## src/rtl/hbl_pkg.sv

```systemverilog
// ----------------------------------------------------------------------------
// hbl_pkg
// Types, codes and constants shared by the budget limiter files.
// ----------------------------------------------------------------------------
package hbl_pkg;

  localparam int unsigned DefDomainSlots = 16;
  localparam int unsigned DefChunkSlots  = 16;
  localparam logic [31:0] Unlim = 32'hFFFF_FFFF;

  typedef enum logic [2:0] {
    OpTick      = 3'd0,
    OpSetDomain = 3'd1,
    OpSetChunk  = 3'd2,
    OpConsume   = 3'd3,
    OpQuery     = 3'd4
  } op_e;

  typedef enum logic [1:0] {
    StOk     = 2'd0,
    StRefuse = 2'd1,
    StFull   = 2'd2
  } status_e;

  typedef enum logic [1:0] {
    CfgGlobalLimit = 2'd0,
    CfgDomainDflt  = 2'd1,
    CfgChunkDflt   = 2'd2
  } cfg_idx_e;

  // Table request: find the key, optionally insert it, optionally write cap
  // or add to spent, or clear every spent count.
  typedef enum logic [2:0] {
    TbLookup = 3'd0,
    TbFind   = 3'd1,
    TbSetCap = 3'd2,
    TbAdd    = 3'd3,
    TbClear  = 3'd4
  } tbl_cmd_e;

  // Top-level sequencer states.
  typedef enum logic [3:0] {
    SIdle, SDom, SDomWait, SChk, SChkWait, SCommit, SDomAdd, SDomAddW,
    SChkAdd, SChkAddW, SOut
  } state_e;

  // Table sequencer states.
  typedef enum logic [2:0] {
    TIdle, TSearch, TRead, TShift, TWrite, TClear, TDone
  } tstate_e;

  typedef struct packed {
    logic        start;
    tbl_cmd_e    cmd;
    logic [31:0] key;
    logic [31:0] value;
    logic [31:0] dflt;
  } tbl_req_t;

  typedef struct packed {
    logic        done;
    logic        found;
    logic        full;
    logic [31:0] cap;
    logic [31:0] spent;
  } tbl_rsp_t;

  function automatic logic [31:0] left_of(logic [31:0] lim, logic [31:0] used);
    if (lim == Unlim) return Unlim;
    if (used >= lim) return 32'd0;
    return lim - used;
  endfunction

  function automatic logic [31:0] sat_add(logic [31:0] a, logic [31:0] b);
    logic [32:0] s;
    s = {1'b0, a} + {1'b0, b};
    return s[32] ? Unlim : s[31:0];
  endfunction

endpackage

```

## src/rtl/hbl_table.sv

```systemverilog
// ----------------------------------------------------------------------------
// hbl_table
// Sorted key table: binary search, shifting insert, cap and spent updates.
// ----------------------------------------------------------------------------
module hbl_table #(
  parameter int unsigned Entries = 16
) (
  input  logic              clk_i,
  input  logic              rst_ni,
  input  hbl_pkg::tbl_req_t req_i,
  output hbl_pkg::tbl_rsp_t rsp_o
);
  import hbl_pkg::*;

  localparam int unsigned IW = (Entries > 1) ? $clog2(Entries) : 1;
  localparam int unsigned FW = $clog2(Entries + 1);

  logic [31:0] key_q [Entries];
  logic [31:0] cap_q [Entries];
  logic [31:0] spent_q [Entries];

  tstate_e     st_q, st_d;
  logic [FW-1:0] fill_q, fill_d;
  logic [FW-1:0] lo_q, lo_d, hi_q, hi_d, pos_q, pos_d;
  tbl_cmd_e    cmd_q, cmd_d;
  logic [31:0] k_q, k_d, val_q, val_d, dflt_q, dflt_d;
  logic        found_q, found_d, full_q, full_d;
  logic [31:0] cap_o_q, cap_o_d, spent_o_q, spent_o_d;
  logic [FW-1:0] mid;
  logic [FW:0]   mid_sum;

  assign mid_sum = {1'b0, lo_q} + {1'b0, hi_q};
  assign mid = mid_sum[FW:1];

  always_ff @(posedge clk_i or negedge rst_ni) begin
    if (!rst_ni) begin
      st_q   <= TIdle;
      fill_q <= '0;
    end else begin
      st_q   <= st_d;
      fill_q <= fill_d;
    end
  end

  always_ff @(posedge clk_i) begin
    lo_q <= lo_d; hi_q <= hi_d; pos_q <= pos_d; cmd_q <= cmd_d;
    k_q <= k_d; val_q <= val_d; dflt_q <= dflt_d;
    found_q <= found_d; full_q <= full_d;
    cap_o_q <= cap_o_d; spent_o_q <= spent_o_d;
  end

  // Memory writes: one entry a cycle.
  always_ff @(posedge clk_i) begin
    unique case (st_q)
      TShift: begin
        if (pos_q != fill_q) begin
          key_q[fill_q[IW-1:0]]   <= key_q[fill_q[IW-1:0] - IW'(1)];
          cap_q[fill_q[IW-1:0]]   <= cap_q[fill_q[IW-1:0] - IW'(1)];
          spent_q[fill_q[IW-1:0]] <= spent_q[fill_q[IW-1:0] - IW'(1)];
        end
      end
      TWrite: begin
        key_q[pos_q[IW-1:0]]   <= k_q;
        cap_q[pos_q[IW-1:0]]   <= cap_o_q;
        spent_q[pos_q[IW-1:0]] <= spent_o_q;
      end
      TClear: begin
        if (pos_q < fill_q) spent_q[pos_q[IW-1:0]] <= '0;
      end
      default: ;
    endcase
  end

  // Shift pointer reuses fill_q as the moving index; it is restored at write.
  logic [FW-1:0] shf_q, shf_d;
  always_ff @(posedge clk_i) shf_q <= shf_d;

  always_comb begin
    st_d = st_q; fill_d = fill_q; lo_d = lo_q; hi_d = hi_q; pos_d = pos_q;
    cmd_d = cmd_q; k_d = k_q; val_d = val_q; dflt_d = dflt_q;
    found_d = found_q; full_d = full_q; cap_o_d = cap_o_q; spent_o_d = spent_o_q;
    shf_d = shf_q;
    rsp_o = '{done: (st_q == TDone), found: found_q, full: full_q,
              cap: cap_o_q, spent: spent_o_q};
    unique case (st_q)
      TIdle: if (req_i.start) begin
        cmd_d = req_i.cmd; k_d = req_i.key; val_d = req_i.value; dflt_d = req_i.dflt;
        lo_d = '0; hi_d = fill_q; found_d = 1'b0; full_d = 1'b0;
        pos_d = '0;
        st_d = (req_i.cmd == TbClear) ? TClear : TSearch;
      end
      TSearch: begin
        if (lo_q < hi_q) begin
          if (key_q[mid[IW-1:0]] < k_q) lo_d = mid + FW'(1);
          else hi_d = mid;
        end else begin
          pos_d = lo_q;
          st_d = TRead;
        end
      end
      TRead: begin
        if (pos_q < fill_q && key_q[pos_q[IW-1:0]] == k_q) begin
          found_d = 1'b1;
          cap_o_d = cap_q[pos_q[IW-1:0]];
          spent_o_d = spent_q[pos_q[IW-1:0]];
          unique case (cmd_q)
            TbSetCap: begin cap_o_d = val_q; st_d = TWrite; end
            TbAdd: begin
              spent_o_d = sat_add(spent_q[pos_q[IW-1:0]], val_q); st_d = TWrite;
            end
            default: st_d = TDone;
          endcase
        end else if (fill_q == FW'(Entries)) begin
          full_d = 1'b1; st_d = TDone;
        end else if (cmd_q == TbLookup) begin
          cap_o_d = dflt_q; spent_o_d = '0; st_d = TDone;
        end else begin
          found_d = 1'b1;
          cap_o_d = (cmd_q == TbSetCap) ? val_q : dflt_q;
          spent_o_d = '0;
          shf_d = fill_q;
          st_d = TShift;
        end
      end
      TShift: begin
        // fill_q walks down from the old fill to pos, moving one entry each cycle
        if (fill_q == pos_q) begin
          fill_d = shf_q + FW'(1);
          st_d = TWrite;
        end else fill_d = fill_q - FW'(1);
      end
      TWrite: st_d = TDone;
      TClear: begin
        if (pos_q < fill_q) pos_d = pos_q + FW'(1);
        else st_d = TDone;
      end
      TDone: st_d = TIdle;
      default: st_d = TIdle;
    endcase
  end

endmodule

```

## config.mk

```make
export PLATFORM = sky130hd
export DESIGN_NAME = hbl_table
export DESIGN_NICKNAME = d
export VERILOG_FILES = /design/src/rtl/hbl_pkg.sv /design/src/rtl/hbl_table.sv
export SDC_FILE = /design/constraint.sdc
export NUM_CORES = 2
export LEC_CHECK = 0
export BUFFER_PORTS_ARGS = -buffer_cell sky130_fd_sc_hd__buf_2
export CAP_MARGIN = 25
export CORE_MARGIN = 1.5
export CORE_UTILIZATION = 47
export DETAILED_ROUTE_END_ITERATION = 8
export GPL_TIMING_DRIVEN = 0
export PLACE_DENSITY_LB_ADDON = 0.2
export REMOVE_ABC_BUFFERS = 1
export SLEW_MARGIN = 10
export SYNTH_ARGS = -nofsm -noshare
export SYNTH_HDL_FRONTEND = slang
export SYNTH_SLANG_ARGS = --single-unit
```

## constraint.sdc

```tcl
create_clock -name clk_i -period 13.1 [get_ports clk_i]
set_input_delay 2.62 -clock clk_i [delete_from_list [all_inputs] [get_ports clk_i]]
set_output_delay 2.62 -clock clk_i [all_outputs]
set_load 0.005 [all_outputs]
```

Word level (Yosys, flattened, before mapping)
Memories as Yosys holds them, arrays and structs flattened. A register that Yosys moved wholly into a read port is not among the register bits.
Cells that the tools add are included.

storage, ports and cells
  logic and storage cells = 136
  memories = 3
  input port bits = 102
  register bits = 193
  bits in writable memories = 1,536

memories
  name     depth  width  rd ports  clocked after memory_dff  write ports  RTL line         text
  cap_q    16     32     2         1                         1            hbl_table.sv:19  logic [31:0] cap_q [Entries];
  key_q    16     32     3         1                         1            hbl_table.sv:18  logic [31:0] key_q [Entries];
  spent_q  16     32     2         1                         1            hbl_table.sv:20  logic [31:0] spent_q [Entries];

cells by class
  bitwise gates (word level) = 4
  equality and inequality tests = 26
  magnitude comparators = 3
  multiplexer cells = 60
  reductions and logical operators = 19
  add/sub/neg operators = 7

operators by type and width
  kind                   number
  $mux W32               13
  $reduce_or A32 Y1      3
  $mux W5                9
  $add A32 B32 Y33       1
  $eq A32 B32 Y1         1
  $lt A32 B32 Y1         1
  $reduce_and A4 Y1      7
  $mux W3                8
  $mux W4                6
  $ne A2 B2 Y1 const B   11
  $pmux W5 S2            2
  $pmux W3 S6            1
  $mux W1                17
  $add A5 B1 Y5 const B  3
  $pmux W5 S3            1
  $eq A3 B2 Y1 const B   4
  $eq A3 B3 Y1 const B   4
  $lt A5 B5 Y1           2
  $add A5 B5 Y6          1
  $logic_not A3 Y1       2
  $ne A3 B3 Y1 const B   2
  $eq A5 B5 Y1           1
  $eq A5 B5 Y1 const B   1
  $ne A5 B5 Y1           1
  other kinds (12)       17

Depth between registers and ports, before layout
  depth after elaboration = 7
  gate-level depth with buffers = 20
  depth with buffers taken out = 17

Least setup slack after synthesis
No wires, ideal clock.

  path type = input port to flip-flop
  start point = input port req_i[99] in the netlist's numbering
  end point = register full_q (enable)
  path slack = -0.740 ns
  stages = 2
  required time = 12.748 ns
  data arrival time = 13.487 ns
  library setup time = 0.352 ns
  buffers on the path = 0
  cell sequence = nor4b_1 a31o_2

between the ends
  cells in the longest elaborated chain, start to end = 2

ends and longest elaborated chain
  item                                RTL line         text
  start: declaration                  hbl_table.sv:10  input hbl_pkg::tbl_req_t req_i,
  $ne A2 B2 Y1 (no source line)       -
  $reduce_and A4 Y1 (no source line)  -
  end signal: assignment              hbl_table.sv:48  found_q <= found_d; full_q <= full_d;
  end: declaration                    hbl_table.sv:27  logic found_q, found_d, full_q, full_d;

No other way between the ends.
A chain may end at the register's enable or synchronous reset.

==> metrics.md <==
| Metric | Value |
|---|---|
| Outcome | `completed` |
| Critical-path cell list | `buf_12, buf_16, buf_16, buf_16, mux4_2, mux4_2, fa_1, a211o_1, o211ai_1, o221ai_1, a21bo_2, and3_1, a211o_1, a21oi_1, o21ba_2, buf_16, a211oi_1` |
| Clock tree root driver cell | `sky130_fd_sc_hd__clkbuf_16` |
| Most common library cell in the layout ignoring fill and taps | `sky130_fd_sc_hd__edfxtp_1` |
| Slew margin rel. | `21.71%` |
| DRC violation count after routing | `0` |
| Post-synth EDFFs | `1,721` |
| Initial cell density of the core | `47.23%` |
| Site Rows | `156` |
| Most frequently used flop master after synthesis | `sky130_fd_sc_hd__edfxtp_1` |
| Number of flip-flops and latches in the synthesized netlist | `1,733` |
| Vertical extent of the die | `429.0 µm` |
| Crit-path slowest cell | `sky130_fd_sc_hd__dfxtp_4` |
| Synthesized area per cell | `19.48 µm²` |
| Placeable core region | `0.1805 mm²` |
| Detailed router's first-iteration violation count | `6,376` |
| Via density per instance | `6.850` |
| Share of layout cells above drive strength 1 | `39.03%` |
| Crit path buffers/inverters | `5` |
| Count of nets after finishing | `4,914` |
| Path class of the lowest-slack min-delay path | `register to register` |
| Unrepaired setup endpoints after global routing | `no` |
| Fraction of the cycle the final worst path needs | `54.82%` |
| Kind of end point of the critical path | `register` |
| Final non-filler cell area | `0.09964 mm²` |
| Count of boundary I/O pins | `169` |
| Port bufs | `168` |
| Number of warnings reported in the yosys synthesis log | `0` |
| Worst Path Arrival | `7.76 ns` |
| Worst-Margin Slew | `1.174 ns` |
| Area added between synthesis and finish | `16.85%` |
| Number of global-route vias before repair | `49,530` |
| Most frequent cells in the layout | `sky130_fd_sc_hd__edfxtp_1 (1,721), sky130_fd_sc_hd__mux4_2 (1,066), sky130_fd_sc_hd__nand2_1 (289), sky130_fd_sc_hd__clkbuf_16 (189), sky130_fd_sc_hd__buf_2 (170)` |
| Number of buffers between clock root and the deepest sink | `3` |
| FFs w/ async S/R, synth | `0.4616%` |
| Cell mode on critical path | `sky130_fd_sc_hd__buf_16` |
| Library cells used by synthesis | `74` |
| Leading area contributor after synthesis | `sky130_fd_sc_hd__edfxtp_1` |
| Number of H-tree levels | `4` |
| Final Slew Violations | `0` |
| Pin count of the biggest net entering global routing | `53` |
| Clock Skews | `0.04876 ns` |
| Number of vias after detailed routing | `49,690` |
| Final critical-path required period | `7.181 ns` |
| CP startpoint kind | `register` |
| Clock slew seen by the registers of the worst setup and hold paths | `0.06 ns` |
| Avg WL per Cell | `34.63 µm` |
| Max Fanout on Critical Path | `35` |
| Fraction of synthesized cell area taken by the top area cell type | `60.60%` |
| Post-route worst hold slack | `0.5322 ns` |
| Fin. Hold Viols | `0` |
| Placed wire-length estimate | `171,300 µm` |
| Area after DPL | `0.09325 mm²` |
| Max-capacitance violation count | `0` |
| Global-route wire length before repair | `363,500 µm` |
| GPL Wtd Cong | `0.8087` |
| Post-detailed-route count of antenna-violating nets | `0` |
| Num CTS Buffers | `186` |
| Number of antenna violations at the first check in global routing | `2` |
| Setup-failing EPs final | `0` |
| CTS Hold Bufs | `0` |
| Crit path kind | `register to register` |
| Sequential area share after synthesis | `60.93%` |
| Number of cells produced by synthesis | `4,378` |
| Maximum operating frequency | `0.1393 GHz` |
| Data required time of the worst path | `13.67 ns` |
| Clock Sink Count | `1,733` |
| Post-CTS Resized | `0` |
| Detailed-route wire length | `251,200 µm` |
| Area of the die | `0.1840 mm²` |
| Largest stage delay, worst path | `0.67 ns` |
| Family with the most delay on the worst path | `compound AO/OA/AOI/OAI gates` |
| Congestion Overflow GR | `0` |
| Biggest area contributors in the synthesized netlist | `sky130_fd_sc_hd__edfxtp_1 (61%), sky130_fd_sc_hd__mux4_2 (28%), sky130_fd_sc_hd__nand2_1 (1.3%)` |
| Post-Route Setup TNS | `0 ns` |
| Number of buffers added for setup after CTS | `0` |
| Gr usage total | `27.47%` |
| Number of search-and-repair iterations in the first detailed-routing pass | `5` |
| Clock insertion delay at the later pin of the skew report | `0.85 ns` |
| CTS tree | `done` |
| Summed instance area of the synthesized netlist | `0.08527 mm²` |
| Die span in x | `429.0 µm` |
## path summary, 6_finish.rpt
| kind | end | start | cells past startpoint | slack, ns |
|---|---|---|---|---|
| max | spent_o_q[5] | register | 17 | 5.92 |
| min | shf_q[4] | fill_q[4] | 0 | 0.53 |
| max reg2reg | spent_o_q[5] | register | 17 | 5.92 |
| min reg2reg | shf_q[4] | fill_q[4] | 0 | 0.53 |
| max in group asynchronous | fill_q[0] | rst_ni | 1 | 11.27 |
| min in group asynchronous | st_q[2] | rst_ni | 1 | 1.63 |
## cells in the mapped netlist (4+ instances only)
master,instances
sky130_fd_sc_hd__a2111oi_0,5
sky130_fd_sc_hd__a211o_1,8
sky130_fd_sc_hd__a211oi_1,20
sky130_fd_sc_hd__a211oi_2,19
sky130_fd_sc_hd__a21o_1,26
sky130_fd_sc_hd__a21oi_1,103
sky130_fd_sc_hd__a221oi_1,5
sky130_fd_sc_hd__a22o_1,4
sky130_fd_sc_hd__a22oi_1,14
sky130_fd_sc_hd__a31oi_1,14
sky130_fd_sc_hd__and2_1,6
sky130_fd_sc_hd__and3_1,10
sky130_fd_sc_hd__buf_1,66
sky130_fd_sc_hd__buf_2,58
sky130_fd_sc_hd__buf_4,10
sky130_fd_sc_hd__buf_6,7
sky130_fd_sc_hd__clkbuf_1,177
sky130_fd_sc_hd__clkinv_1,4
sky130_fd_sc_hd__dfrtp_1,8
sky130_fd_sc_hd__dfxtp_1,4
sky130_fd_sc_hd__edfxtp_1,1721
sky130_fd_sc_hd__ha_1,80
sky130_fd_sc_hd__inv_1,57
sky130_fd_sc_hd__mux2_2,5
sky130_fd_sc_hd__mux2i_1,107
sky130_fd_sc_hd__mux4_2,1066
sky130_fd_sc_hd__nand2_1,289
sky130_fd_sc_hd__nand2b_1,14
sky130_fd_sc_hd__nand3_1,16
sky130_fd_sc_hd__nand4_1,10
sky130_fd_sc_hd__nor2_1,119
sky130_fd_sc_hd__nor2b_1,8
sky130_fd_sc_hd__nor3_1,26
sky130_fd_sc_hd__nor3b_1,4
sky130_fd_sc_hd__o211ai_1,8
sky130_fd_sc_hd__o21ai_0,116
sky130_fd_sc_hd__o21ai_1,6
sky130_fd_sc_hd__o21bai_1,5
sky130_fd_sc_hd__or2_2,4
sky130_fd_sc_hd__or3_1,5
sky130_fd_sc_hd__xnor2_1,71
sky130_fd_sc_hd__xor2_1,22
## final cells by class
class,count,area [µm²]
Multi-Input combinational cell,2265,32080
Antenna cell,3,7.507
Clock inverter,118,1241
Inverter,62,240.2
Sequential cell,1733,51980
Fill cell,13470,80910
Clock buffer,221,4850
Timing Repair Buffer,482,6276
Tap cell,2370,2965
## registers in the layout, summed over array words and instances, names as in the netlist, named ones only
| name | flops |
|---|---|
| full_q | 1 |
| spent_q | 512 |
| hi_q | 5 |
| cmd_q | 3 |
| val_q | 32 |
| lo_q | 5 |
| fill_q | 5 |
| pos_q | 5 |
| spent_o_q | 32 |
| found_q | 1 |
| cap_o_q | 32 |
| k_q | 32 |
| st_q | 3 |
| key_q | 512 |
| dflt_q | 32 |
| shf_q | 5 |
| cap_q | 512 |
## cells by family after synthesis
kind of cell / synth area share, %
AO/OA/AOI/OAI: 2.924
XOR/XNOR: 0.9552
adder cells (fa/ha/maj): 1.221
buffers and inverters: 1.863
flip-flops: 60.93
multiplexers: 29.48
AND/OR/NAND/NOR: 2.626
## metal layers
metal	track usage, %	up-vias	share of wire, %
met3	5.702	383	9.8
met2	42.22	2977	47
li1	-	19530	-
met4	7.940	2	2.7
met5	0	-	0.0032
met1	40.03	26800	40
## metrics by stage
step,std cells,setup WS [ns],utilization (%)
after global routing,7251,5.629,55.18
final,7254,5.919,55.19
after CTS,7213,5.938,55.02
after detailed placement,6874,5.926,51.65
after global placement,6598,-38.16,48.59
after floorplan,4060,-13.04,-
Power is not shown: default switching activity piles up to over one toggle a cycle in this logic, so the estimate is an artifact.
